$ cat config.mk
export PLATFORM = sky130hd
export DESIGN_NAME = unsigned_to_ascii_digits_unit
export DESIGN_NICKNAME = d
export VERILOG_FILES = /design/src/sv/u2a_pkg.sv /design/src/sv/unsigned_to_ascii_digits_unit.sv /design/src/sv/u2a_conv.sv /design/src/sv/u2a_emit.sv
export SDC_FILE = /design/constraint.sdc
export NUM_CORES = 1
export LEC_CHECK = 0
export ABC_AREA = 0
export ABC_CLOCK_PERIOD_IN_PS = 4700
export BUFFER_PORTS_ARGS = -buffer_cell sky130_fd_sc_hd__buf_2
export CAP_MARGIN = 10
export CORE_MARGIN = 1.5
export CORE_UTILIZATION = 25
export CTS_BUF_LIST = sky130_fd_sc_hd__clkbuf_2
export DETAILED_ROUTE_END_ITERATION = 8
export PLACE_DENSITY_LB_ADDON = 0.25
export SLEW_MARGIN = 15
export SYNTH_ARGS = -nofsm -noshare
export SYNTH_HDL_FRONTEND = slang
export SYNTH_SLANG_ARGS = --single-unit
$ cat constraint.sdc
create_clock -name i_clk -period 4.7 [get_ports i_clk]
set_clock_uncertainty 0.05 [all_clocks]
set_input_delay 0.47 -clock i_clk [delete_from_list [all_inputs] [get_ports i_clk]]
set_output_delay 0.47 -clock i_clk [all_outputs]
set_load 0.005 [all_outputs]
$ cat src/sv/u2a_pkg.sv
// u2a_pkg: types, constants and helpers for the unsigned-to-ASCII digit unit.
// Used by u2a_conv, u2a_emit and unsigned_to_ascii_digits_unit. No dependencies.
package u2a_pkg;

    localparam int VALUE_BITS = 32;
    // Input field is 32 bits wide, so the value never exceeds 32 bits.
    localparam int VAL_W      = (VALUE_BITS < 32) ? VALUE_BITS : 32;
    // Decimal digit count: floor(VAL_W * log10(2)) + 1.
    localparam int NUM_DIGITS = ((VAL_W * 1233) >> 12) + 1;
    localparam int DIG_W      = NUM_DIGITS * 4;
    localparam int CNT_W      = $clog2(VAL_W);
    localparam int LEFT_W     = $clog2(NUM_DIGITS + 1);

    localparam logic [6:0] CHAR_ZERO = 7'h30;
    localparam logic [6:0] CHAR_A    = 7'h61;

    typedef struct packed {
        logic        func;
        logic [31:0] value;
    } t_in_req;

    typedef struct packed {
        logic [6:0] digit_char;
        logic       last_digit;
    } t_out_res;

    // Converter to emitter handoff
    typedef struct packed {
        logic             valid;
        logic [DIG_W-1:0] digits;
    } t_conv_out;

    typedef enum logic [1:0] {
        CONV_IDLE,
        CONV_RUN,
        CONV_DONE
    } t_conv_state;

    typedef enum logic [1:0] {
        EMIT_IDLE,
        EMIT_SKIP,
        EMIT_SEND
    } t_emit_state;

    function automatic logic [6:0] digit_to_char(input logic [3:0] d);
        logic [6:0] c;
        if (d < 4'd10) begin
            c = CHAR_ZERO + {3'd0, d};
        end else begin
            c = CHAR_A + {3'd0, d} - 7'd10;
        end
        return c;
    endfunction

endpackage

$ cat src/sv/unsigned_to_ascii_digits_unit.sv
// Conversion runs bit-serially through the shift/add-3 loop (one bit/cycle); a new request is
//   accepted only once the previous result has been handed to the emitter. Characters then
//   leave one per cycle while i_out_ready is high, at most 10, overlapped with the next conversion.
// Reset (i_rst_n, synchronous, active low) clears the converter and emitter control state
//   and drops any pending output character; no other state is kept between requests.
// Depends on u2a_pkg, u2a_conv, u2a_emit.
module unsigned_to_ascii_digits_unit (
    input  logic                   i_clk,
    input  logic                   i_rst_n,
    // request channel
    input  logic                   i_in_valid,
    output logic                   o_in_ready,
    input  u2a_pkg::t_in_req       i_in_req,
    // character channel
    output logic                   o_out_valid,
    input  logic                   i_out_ready,
    output u2a_pkg::t_out_res      o_out_res
);

    // Converter holds finished digits (BCD for decimal, raw nibbles for hex)
    // until the emitter is free, so a new request can be converted while the
    // previous run's characters are still leaving.
    u2a_pkg::t_conv_out w_conv;
    logic               w_take;

    // Hex mode runs the same shift register with the add-3 step disabled,
    // which leaves the value's nibbles in place as hex digits.
    u2a_conv u_conv (
        .i_clk   (i_clk),
        .i_rst_n (i_rst_n),
        .i_valid (i_in_valid),
        .o_ready (o_in_ready),
        .i_req   (i_in_req),
        .o_res   (w_conv),
        .i_take  (w_take)
    );

    // Emitter skips leading zero digits (keeping at least one, so zero gives
    // '0'), then sends one character per cycle through an output register
    // that stalls only on i_out_ready.
    u2a_emit u_emit (
        .i_clk   (i_clk),
        .i_rst_n (i_rst_n),
        .i_conv  (w_conv),
        .o_take  (w_take),
        .o_valid (o_out_valid),
        .i_ready (i_out_ready),
        .o_res   (o_out_res)
    );

endmodule

$ cat src/sv/u2a_conv.sv
// u2a_conv: bit-serial binary to BCD / hex nibble converter (shift and add-3).
// Depends on u2a_pkg.
module u2a_conv (
    input  logic                   i_clk,
    input  logic                   i_rst_n,
    input  logic                   i_valid,
    output logic                   o_ready,
    input  u2a_pkg::t_in_req       i_req,
    output u2a_pkg::t_conv_out     o_res,
    input  logic                   i_take
);

    u2a_pkg::t_conv_state r_state, n_state;
    logic [u2a_pkg::VAL_W-1:0] r_bin, n_bin;
    logic [u2a_pkg::DIG_W-1:0] r_bcd, n_bcd;
    logic [u2a_pkg::CNT_W-1:0] r_cnt, n_cnt;
    logic                      r_dec, n_dec;
    logic [u2a_pkg::DIG_W-1:0] w_corr;
    logic                      w_bcd_ok;

    // add-3 correction, one narrow adder per digit (decimal only)
    always_comb begin
        w_corr   = r_bcd;
        w_bcd_ok = 1'b1;
        for (int i = 0; i < u2a_pkg::NUM_DIGITS; i++) begin
            if (r_bcd[i*4 +: 4] > 4'd9) begin
                w_bcd_ok = 1'b0;
            end
            if (r_dec && (r_bcd[i*4 +: 4] >= 4'd5)) begin
                w_corr[i*4 +: 4] = r_bcd[i*4 +: 4] + 4'd3;
            end
        end
    end

    always_comb begin
        n_state = r_state;
        unique case (r_state)
            u2a_pkg::CONV_IDLE: begin
                if (i_valid) begin
                    n_state = u2a_pkg::CONV_RUN;
                end
            end
            u2a_pkg::CONV_RUN: begin
                if (r_cnt == '0) begin
                    n_state = u2a_pkg::CONV_DONE;
                end
            end
            u2a_pkg::CONV_DONE: begin
                if (i_take) begin
                    n_state = u2a_pkg::CONV_IDLE;
                end
            end
            default: n_state = u2a_pkg::CONV_IDLE;
        endcase
    end

    always_comb begin
        n_bin = r_bin;
        n_bcd = r_bcd;
        n_cnt = r_cnt;
        n_dec = r_dec;
        unique case (r_state)
            u2a_pkg::CONV_IDLE: begin
                n_bin = i_req.value[u2a_pkg::VAL_W-1:0];
                n_bcd = '0;
                n_cnt = u2a_pkg::CNT_W'(u2a_pkg::VAL_W - 1);
                n_dec = i_req.func;
            end
            u2a_pkg::CONV_RUN: begin
                n_bcd = {w_corr[u2a_pkg::DIG_W-2:0], r_bin[u2a_pkg::VAL_W-1]};
                n_bin = {r_bin[u2a_pkg::VAL_W-2:0], 1'b0};
                n_cnt = r_cnt - u2a_pkg::CNT_W'(1);
            end
            default: begin
            end
        endcase
    end

    always_comb begin
        o_ready      = (r_state == u2a_pkg::CONV_IDLE);
        o_res.valid  = (r_state == u2a_pkg::CONV_DONE);
        o_res.digits = r_bcd;
    end

    always_ff @(posedge i_clk) begin
        if (!i_rst_n) begin
            r_state <= u2a_pkg::CONV_IDLE;
        end else begin
            r_state <= n_state;
        end
        r_bin <= n_bin;
        r_bcd <= n_bcd;
        r_cnt <= n_cnt;
        r_dec <= n_dec;
    end

    // decimal digits stay legal BCD throughout the conversion
    a_bcd_legal: assert property (@(posedge i_clk) disable iff (!i_rst_n)
        (r_state == u2a_pkg::CONV_RUN && r_dec) |-> w_bcd_ok)
        else $error("BCD digit out of range during conversion");

    // a request starts the run with a full bit count
    a_start: assert property (@(posedge i_clk) disable iff (!i_rst_n)
        (r_state == u2a_pkg::CONV_IDLE && i_valid) |=>
        (r_state == u2a_pkg::CONV_RUN && r_cnt == u2a_pkg::CNT_W'(u2a_pkg::VAL_W - 1)))
        else $error("conversion did not start correctly");

    // result held until taken
    a_hold: assert property (@(posedge i_clk) disable iff (!i_rst_n)
        (r_state == u2a_pkg::CONV_DONE && !i_take) |=>
        (r_state == u2a_pkg::CONV_DONE && $stable(r_bcd)))
        else $error("converted digits lost before handoff");

endmodule

$ cat src/sv/u2a_emit.sv
// u2a_emit: drops leading zero digits and sends ASCII characters one per cycle unless stalled by i_ready.
// Depends on u2a_pkg.
module u2a_emit (
    input  logic                   i_clk,
    input  logic                   i_rst_n,
    input  u2a_pkg::t_conv_out     i_conv,
    output logic                   o_take,
    output logic                   o_valid,
    input  logic                   i_ready,
    output u2a_pkg::t_out_res      o_res
);

    u2a_pkg::t_emit_state       r_state, n_state;
    logic [u2a_pkg::DIG_W-1:0]  r_dig, n_dig;
    logic [u2a_pkg::LEFT_W-1:0] r_left, n_left;
    logic                       r_ov, n_ov;
    u2a_pkg::t_out_res          r_res, n_res;
    logic [3:0]                 w_top;
    logic                       w_slot;

    assign w_top  = r_dig[u2a_pkg::DIG_W-1 -: 4];
    assign w_slot = !r_ov || i_ready;

    always_comb begin
        n_state = r_state;
        unique case (r_state)
            u2a_pkg::EMIT_IDLE: begin
                if (i_conv.valid) begin
                    n_state = u2a_pkg::EMIT_SKIP;
                end
            end
            u2a_pkg::EMIT_SKIP: begin
                if (w_top != 4'd0 || r_left == u2a_pkg::LEFT_W'(1)) begin
                    n_state = u2a_pkg::EMIT_SEND;
                end
            end
            u2a_pkg::EMIT_SEND: begin
                if (w_slot && r_left == u2a_pkg::LEFT_W'(1)) begin
                    n_state = u2a_pkg::EMIT_IDLE;
                end
            end
            default: n_state = u2a_pkg::EMIT_IDLE;
        endcase
    end

    always_comb begin
        n_dig  = r_dig;
        n_left = r_left;
        n_ov   = r_ov && !i_ready;
        n_res  = r_res;
        o_take = 1'b0;
        unique case (r_state)
            u2a_pkg::EMIT_IDLE: begin
                o_take = i_conv.valid;
                n_dig  = i_conv.digits;
                n_left = u2a_pkg::LEFT_W'(u2a_pkg::NUM_DIGITS);
            end
            u2a_pkg::EMIT_SKIP: begin
                if (w_top == 4'd0 && r_left != u2a_pkg::LEFT_W'(1)) begin
                    n_dig  = {r_dig[u2a_pkg::DIG_W-5:0], 4'd0};
                    n_left = r_left - u2a_pkg::LEFT_W'(1);
                end
            end
            u2a_pkg::EMIT_SEND: begin
                if (w_slot) begin
                    n_ov             = 1'b1;
                    n_res.digit_char = u2a_pkg::digit_to_char(w_top);
                    n_res.last_digit = (r_left == u2a_pkg::LEFT_W'(1));
                    n_dig            = {r_dig[u2a_pkg::DIG_W-5:0], 4'd0};
                    n_left           = r_left - u2a_pkg::LEFT_W'(1);
                end
            end
            default: begin
            end
        endcase
    end

    assign o_valid = r_ov;
    assign o_res   = r_res;

    always_ff @(posedge i_clk) begin
        if (!i_rst_n) begin
            r_state <= u2a_pkg::EMIT_IDLE;
            r_ov    <= 1'b0;
        end else begin
            r_state <= n_state;
            r_ov    <= n_ov;
        end
        r_dig  <= n_dig;
        r_left <= n_left;
        r_res  <= n_res;
    end

    // digit count never runs out while characters remain to send
    a_left: assert property (@(posedge i_clk) disable iff (!i_rst_n)
        (r_state == u2a_pkg::EMIT_SEND || r_state == u2a_pkg::EMIT_SKIP) |->
        (r_left != '0))
        else $error("emitter digit count underflow");

    // only digit characters leave the block
    a_char: assert property (@(posedge i_clk) disable iff (!i_rst_n)
        r_ov |-> ((r_res.digit_char >= 7'h30 && r_res.digit_char <= 7'h39) ||
                  (r_res.digit_char >= 7'h61 && r_res.digit_char <= 7'h66)))
        else $error("non-digit character emitted");

    // the last character of a run sends the emitter back to idle
    a_last: assert property (@(posedge i_clk) disable iff (!i_rst_n)
        (r_state == u2a_pkg::EMIT_SEND && w_slot && r_left == u2a_pkg::LEFT_W'(1)) |=>
        (r_state == u2a_pkg::EMIT_IDLE && r_ov && r_res.last_digit))
        else $error("run did not end with a flagged last digit");

endmodule

Yosys cells after proc, flatten, opt, wreduce, memory -nomap -nowiden --
Index checks and enable logic that the tools add are counted.
Storage, ports and cells: bits of input ports 37, latch bits 0, RAM bits 0, bits in read-only memories 0, memories kept 0, logic and storage cells 110, flip-flop bits (word level) 135
Operators by class: equal/unequal tests 14, bitwise logic cells 0, shift operators 0, mux-type cells 31, add/subtract/negate cells 15, $mul 0, reductions and logical operators 28, div/mod/pow operators 0, magnitude comparators 11
Operators with widths (count):
- $pmux W40 S3 | 1
- $mux W40 | 2
- $pmux W40 S2 | 1
- $pmux W32 S2 | 1
- $mux W4 | 11
- $ge A4 B3 Y1 const B | 10
- $add A4 B2 Y4 const B | 9
- $logic_and A1 B1 Y1 | 13
- $mux W2 | 6
- $ne A2 B1 Y1 const B | 6
- $pmux W2 S3 | 2
- $pmux W4 S3 | 1
- $pmux W5 S2 | 1
- $reduce_and A3 Y1 | 3
- $add A6 B4 Y7 const A | 1
- $add A6 B5 Y7 const A | 1
- $mux W7 | 1
- $sub A7 B4 Y7 const B | 1
- $logic_not A5 Y1 | 1
- $sub A5 B1 Y5 const B | 1
- $eq A2 B1 Y1 const B | 2
- $eq A2 B2 Y1 const B | 2
- $eq A4 B1 Y1 const B | 1
- $logic_not A2 Y1 | 2
- 14 further kinds | 19

Longest topological paths before layout --
word-level depth 5, mapped depth 6, mapped depth without buffers 6

Hierarchy --
From an unflattened synthesis, not the netlist that was laid out.
Unflattened totals: cell total of the unflattened synthesis 577, area, all modules 6742.7 um2
Modules (own cells, without submodules):
- u2a_conv | instances 1, cells an instance 425, area an instance 4286.6 um2
- u2a_emit | instances 1, cells an instance 152, area an instance 2456.1 um2

Worst setup path before layout --
OpenSTA, ideal clock, no wires.
kind reg-to-reg, from register u_emit.r_left[0] in the netlist's numbering, to register u_emit.r_dig[0] in the netlist's numbering, enable pin, period minus slack after synthesis 4.868 ns, path slack -0.168 ns, arrival time 4.301 ns, cell stages (with the launch flop) 5, buffers on the path 0, path through edfxtp_1 > ha_1 > or3b_1 > nand3_1 > a221oi_1
On the way: longest elaborated chain between the ends 4
RTL lines:
- from (decl) | line u2a_emit.sv:15 | logic [u2a_pkg::LEFT_W-1:0] r_left, n_left;
- from (signal assigned) | line u2a_emit.sv:90 | r_left <= n_left;
- $ne A4 B1 Y1 | line u2a_emit.sv:59 | if (w_top == 4'd0 && r_left != u2a_pkg::LEFT_W'(1)) begin
- $logic_and A1 B1 Y1 | line u2a_emit.sv:59
- $ne A2 B1 Y1 (no source line)
- $reduce_and A3 Y1 (no source line)
- to (signal assigned) | line u2a_emit.sv:89 | r_dig <= n_dig;
- to (decl) | line u2a_emit.sv:14 | logic [u2a_pkg::DIG_W-1:0] r_dig, n_dig;
Every way passes these cells. A chain may end at the register's enable or synchronous reset.

Worst setup path after layout --
from register u_emit.r_state[0], to register u_emit.r_dig[14] in the netlist's numbering (data pin)
On the way: longest elaborated chain between the ends 2, elaborated cells on any way between the ends 4
RTL lines:
- from (decl) | line u2a_emit.sv:13 | u2a_pkg::t_emit_state r_state, n_state;
- from (signal assigned) | line u2a_emit.sv:83 | r_state <= u2a_pkg::EMIT_IDLE;
- from (signal assigned) | line u2a_emit.sv:86 | r_state <= n_state;
- $eq A2 B2 Y1 (tied with other cells) | line u2a_emit.sv:52 | unique case (r_state)
- $pmux W40 S3 * | line u2a_emit.sv:52
- via u_emit.n_dig, one bit | line u2a_emit.sv:14
The timed path passes the listed nets; every way through them passes the cells marked *.

==> impl_metrics.env <==
export IMPL_fin_nets=718
export IMPL_cap_viol_max_count=0
export IMPL_firstDrtPassIters=4
export IMPL_grt_antenna_before_repair=1
export IMPL_grt_pass1_wl_um=20300
export IMPL_hold_violations=0
export IMPL_rsz0062_at_grt="no"
export IMPL_grtUsageTotal_pct=9.61
export IMPL_h_tree_depth=4
export IMPL_clock_latency_ns=0.67
export IMPL_cts_sinks=135
export IMPL_cts_buffers=17
export IMPL_grt_max_degree=79
export IMPL_vias_per_cell=4.31
export IMPL_syn_to_final_growth_pct=18.5
export IMPL_cts_clk_slew_worst_paths_ns=0.21
export IMPL_timing_rr_end="u_emit.r_dig[14]$_DFFE_PP_"
export IMPL_status="complete, no violations"
export IMPL_r2r_setup_slack_ns=2.35
export IMPL_clockRootBuffer="clkbuf_2"
export IMPL_drt_wl_total_um=12800
export IMPL_fmax_mhz=425
export IMPL_r2r_start="u_emit.r_state[0]$_SDFFE_PN0P_"
export IMPL_numPortBuffers=46
export IMPL_rr_worst_depth=3
export IMPL_critical_path_cell_chain="inv_1 > ha_2 > mux2_2"
export IMPL_yosys_cell_count_top_type="edfxtp_1"
export IMPL_crit_slowest_cell="ha_2"
export IMPL_drive_gt1_share_pct=14.6
export IMPL_required_ns=5.06
export IMPL_crit_cells=3
export IMPL_gp_congestion=0.707
export IMPL_period_share_pct=50.1
export IMPL_cp_end_kind="flip-flop"
export IMPL_synth_area_um2=6570
export IMPL_finalCriticalPeriod_ns=2.35
export IMPL_tightestPinTransition_ns=1.09
export IMPL_hp_class="primary input to flip-flop"
export IMPL_critical_path_top_delay_family="adder cells"
export IMPL_synth_fp_nets=636
export IMPL_async_flop_share_pct=0
export IMPL_setup_viol=0
export IMPL_die_w_um=165
export IMPL_fp_row_count=59
export IMPL_yosysSeqAreaShare_pct=60.9
export IMPL_hpwl_um=7750
export IMPL_max_slew_margin_pct=27.0
export IMPL_worst_path_max_fanout=62
export IMPL_worstPathArrival_ns=2.72
export IMPL_synth_largest_area_cell="edfxtp_1"
export IMPL_syn_avg_cell_area_um2=11.5
export IMPL_crit_start="u_emit.r_state[0]$_SDFFE_PN0P_"
export IMPL_critPathBufInv=1
export IMPL_yosys_most_used_dff="edfxtp_1"
export IMPL_p_per_area_nw_per_um2=282
export IMPL_cts_tree="done"
export IMPL_start_util_pct=25.4
export IMPL_cp_start_kind="flip-flop"
export IMPL_fp_coreArea_um2=25900
export IMPL_synth_warnings=0
export IMPL_max_stage_delay_ns=1.05
export IMPL_grt_pass1_vias=4149
export IMPL_drv_slew=0
export IMPL_drt_first_iter_violations=307
export IMPL_synthDistinctLibCells=39
export IMPL_final_util_pct=30.0
export IMPL_placed_cell_area_um2=7190
export IMPL_irDropWorstVdd_mv=0.126
export IMPL_synth_edf_count=130
export IMPL_routed_via_count=4309
export IMPL_synth_top_area_share_pct=59.4
export IMPL_final_area_um2=7780
export IMPL_post_drt_wl_per_cell_um=12.8
export IMPL_leakage_nw=3.25
export IMPL_synth_area_leaders="edfxtp_1 (59%), nand2_1 (7.3%), ha_1 (5.7%)"
export IMPL_crit_end="u_emit.r_dig[14]$_DFFE_PP_"
export IMPL_pin_count=47
export IMPL_ys_seq_elements=135
export IMPL_gr_total_overflow=0
export IMPL_yosys_top_cells_count="edfxtp_1 (130), nand2_1 (127), a21oi_1 (33), inv_1 (33), ha_1 (30)"
export IMPL_path_class="flip-flop to flip-flop"
export IMPL_syn_inst=569
export IMPL_power_mw=2.19
export IMPL_drc=0
export IMPL_ant_nets=0
export IMPL_clock_path_buffers=2
export IMPL_die_h_um=165
export IMPL_die_area_um2=27300
export IMPL_tns_ns=0
power breakdown:
part	switching (mW)	leakage [nW]	internal (mW)
combinational	0.0948	1.58	0.0676
clock	0.434	0.125	0.238
sequential	0.0147	1.54	1.35
total	0.544	3.25	1.65
sequential cells by signal, summed over array words and instances (netlist names):
name            count
u_conv.r_bcd       40
u_emit.r_dig       40
u_conv.r_bin       32
u_emit.o_res        8
u_conv.r_cnt        5
u_emit.r_left       4
u_conv.r_state      2
u_emit.r_state      2
u_conv.r_dec        1
u_emit.o_valid      1
placed cells by master, fill, tap and decap left out, types with 3 or more instances in the layout:
cell type      instances
clkbuf_2              18
nor2_1                20
nor2b_1                6
xnor2_1                4
ha_1                  29
mux2_1                 8
mux2_2                10
a311oi_1              10
or2_0                  8
nand2b_1              11
o2111ai_1             10
or4b_1                 9
nand2_1              126
clkinv_2               3
inv_1                 32
o21a_1                11
a21o_1                10
and3_1                 9
edfxtp_1             130
buf_2                 46
o21ai_1                8
buf_4                  5
dfxtp_1                5
clkinvlp_4             5
a21oi_1               33
xor2_1                10
o21ai_0               22
dlygate4sd3_1         37
nor3_1                 3
worst min path at each step:
stage                                   startpoint                              to  slack [ns]  depth (start not counted)
floorplan           u_emit.r_state[1]$_SDFFE_PN0P_  u_emit.r_state[1]$_SDFFE_PN0P_        0.42                          2
global placement    u_emit.r_state[1]$_SDFFE_PN0P_  u_emit.r_state[1]$_SDFFE_PN0P_        0.43                          2
detailed placement      u_conv.r_bin[28]$_DFFE_PP_      u_conv.r_bin[29]$_DFFE_PP_        0.44                          2
CTS                                   i_in_req[32]          u_conv.r_dec$_DFFE_PP_        0.37                          2
global route                          i_in_req[32]          u_conv.r_dec$_DFFE_PP_        0.38                          2
finish                                i_in_req[32]          u_conv.r_dec$_DFFE_PP_        0.46                          2
kinds of logic after synthesis:
| group | after synthesis | synth area share (%) |
|---|---|---|
| and+or+nand+nor | 202 | 14.2 |
| DFF | 135 | 60.9 |
| AOI/OAI and AO/OA | 108 | 10.4 |
| buffers and inverters | 59 | 3.49 |
| adders and majority gates | 30 | 5.71 |
| muxes | 20 | 3.39 |
| xor gates and xnor gates | 14 | 1.87 |
| other | 1 | 0.0571 |
metrics by stage:
stage               cells  worst slack [ns]  hold slack (ns)
floorplan             569              1.28            0.421
global placement      930              2.47            0.433
detailed placement    930              2.41            0.442
CTS                   998              2.34            0.367
global route          999              2.18            0.375
finish                999              2.35            0.455
metal layers:
metal / up-vias / wire length (um) / GRT usage [%]
met4: 0 / 104 / 2.50
met1: 2051 / 6080 / 12.4
met5: - / 0 / 0
met2: 58 / 6160 / 15.7
met3: 6 / 440 / 2.77
li1: 2194 / - / -
layout make-up:
class,instances,area (um^2)
fill,2643,18100
sequential,135,4000
multi-input combinational,375,2370
timing repair buffer,88,638
tap,335,419
clock inverter,13,134
inverter,34,128
clock buffer,18,90.1
antenna,1,2.50
timing repair:
action	in CTS	in global routing
hold buffers	37	0
buffers inserted	0	0
endpoints found under the hold margin	38	0
gates resized for setup	0	0
No activity file was read; power rests on OpenSTA's default activity.
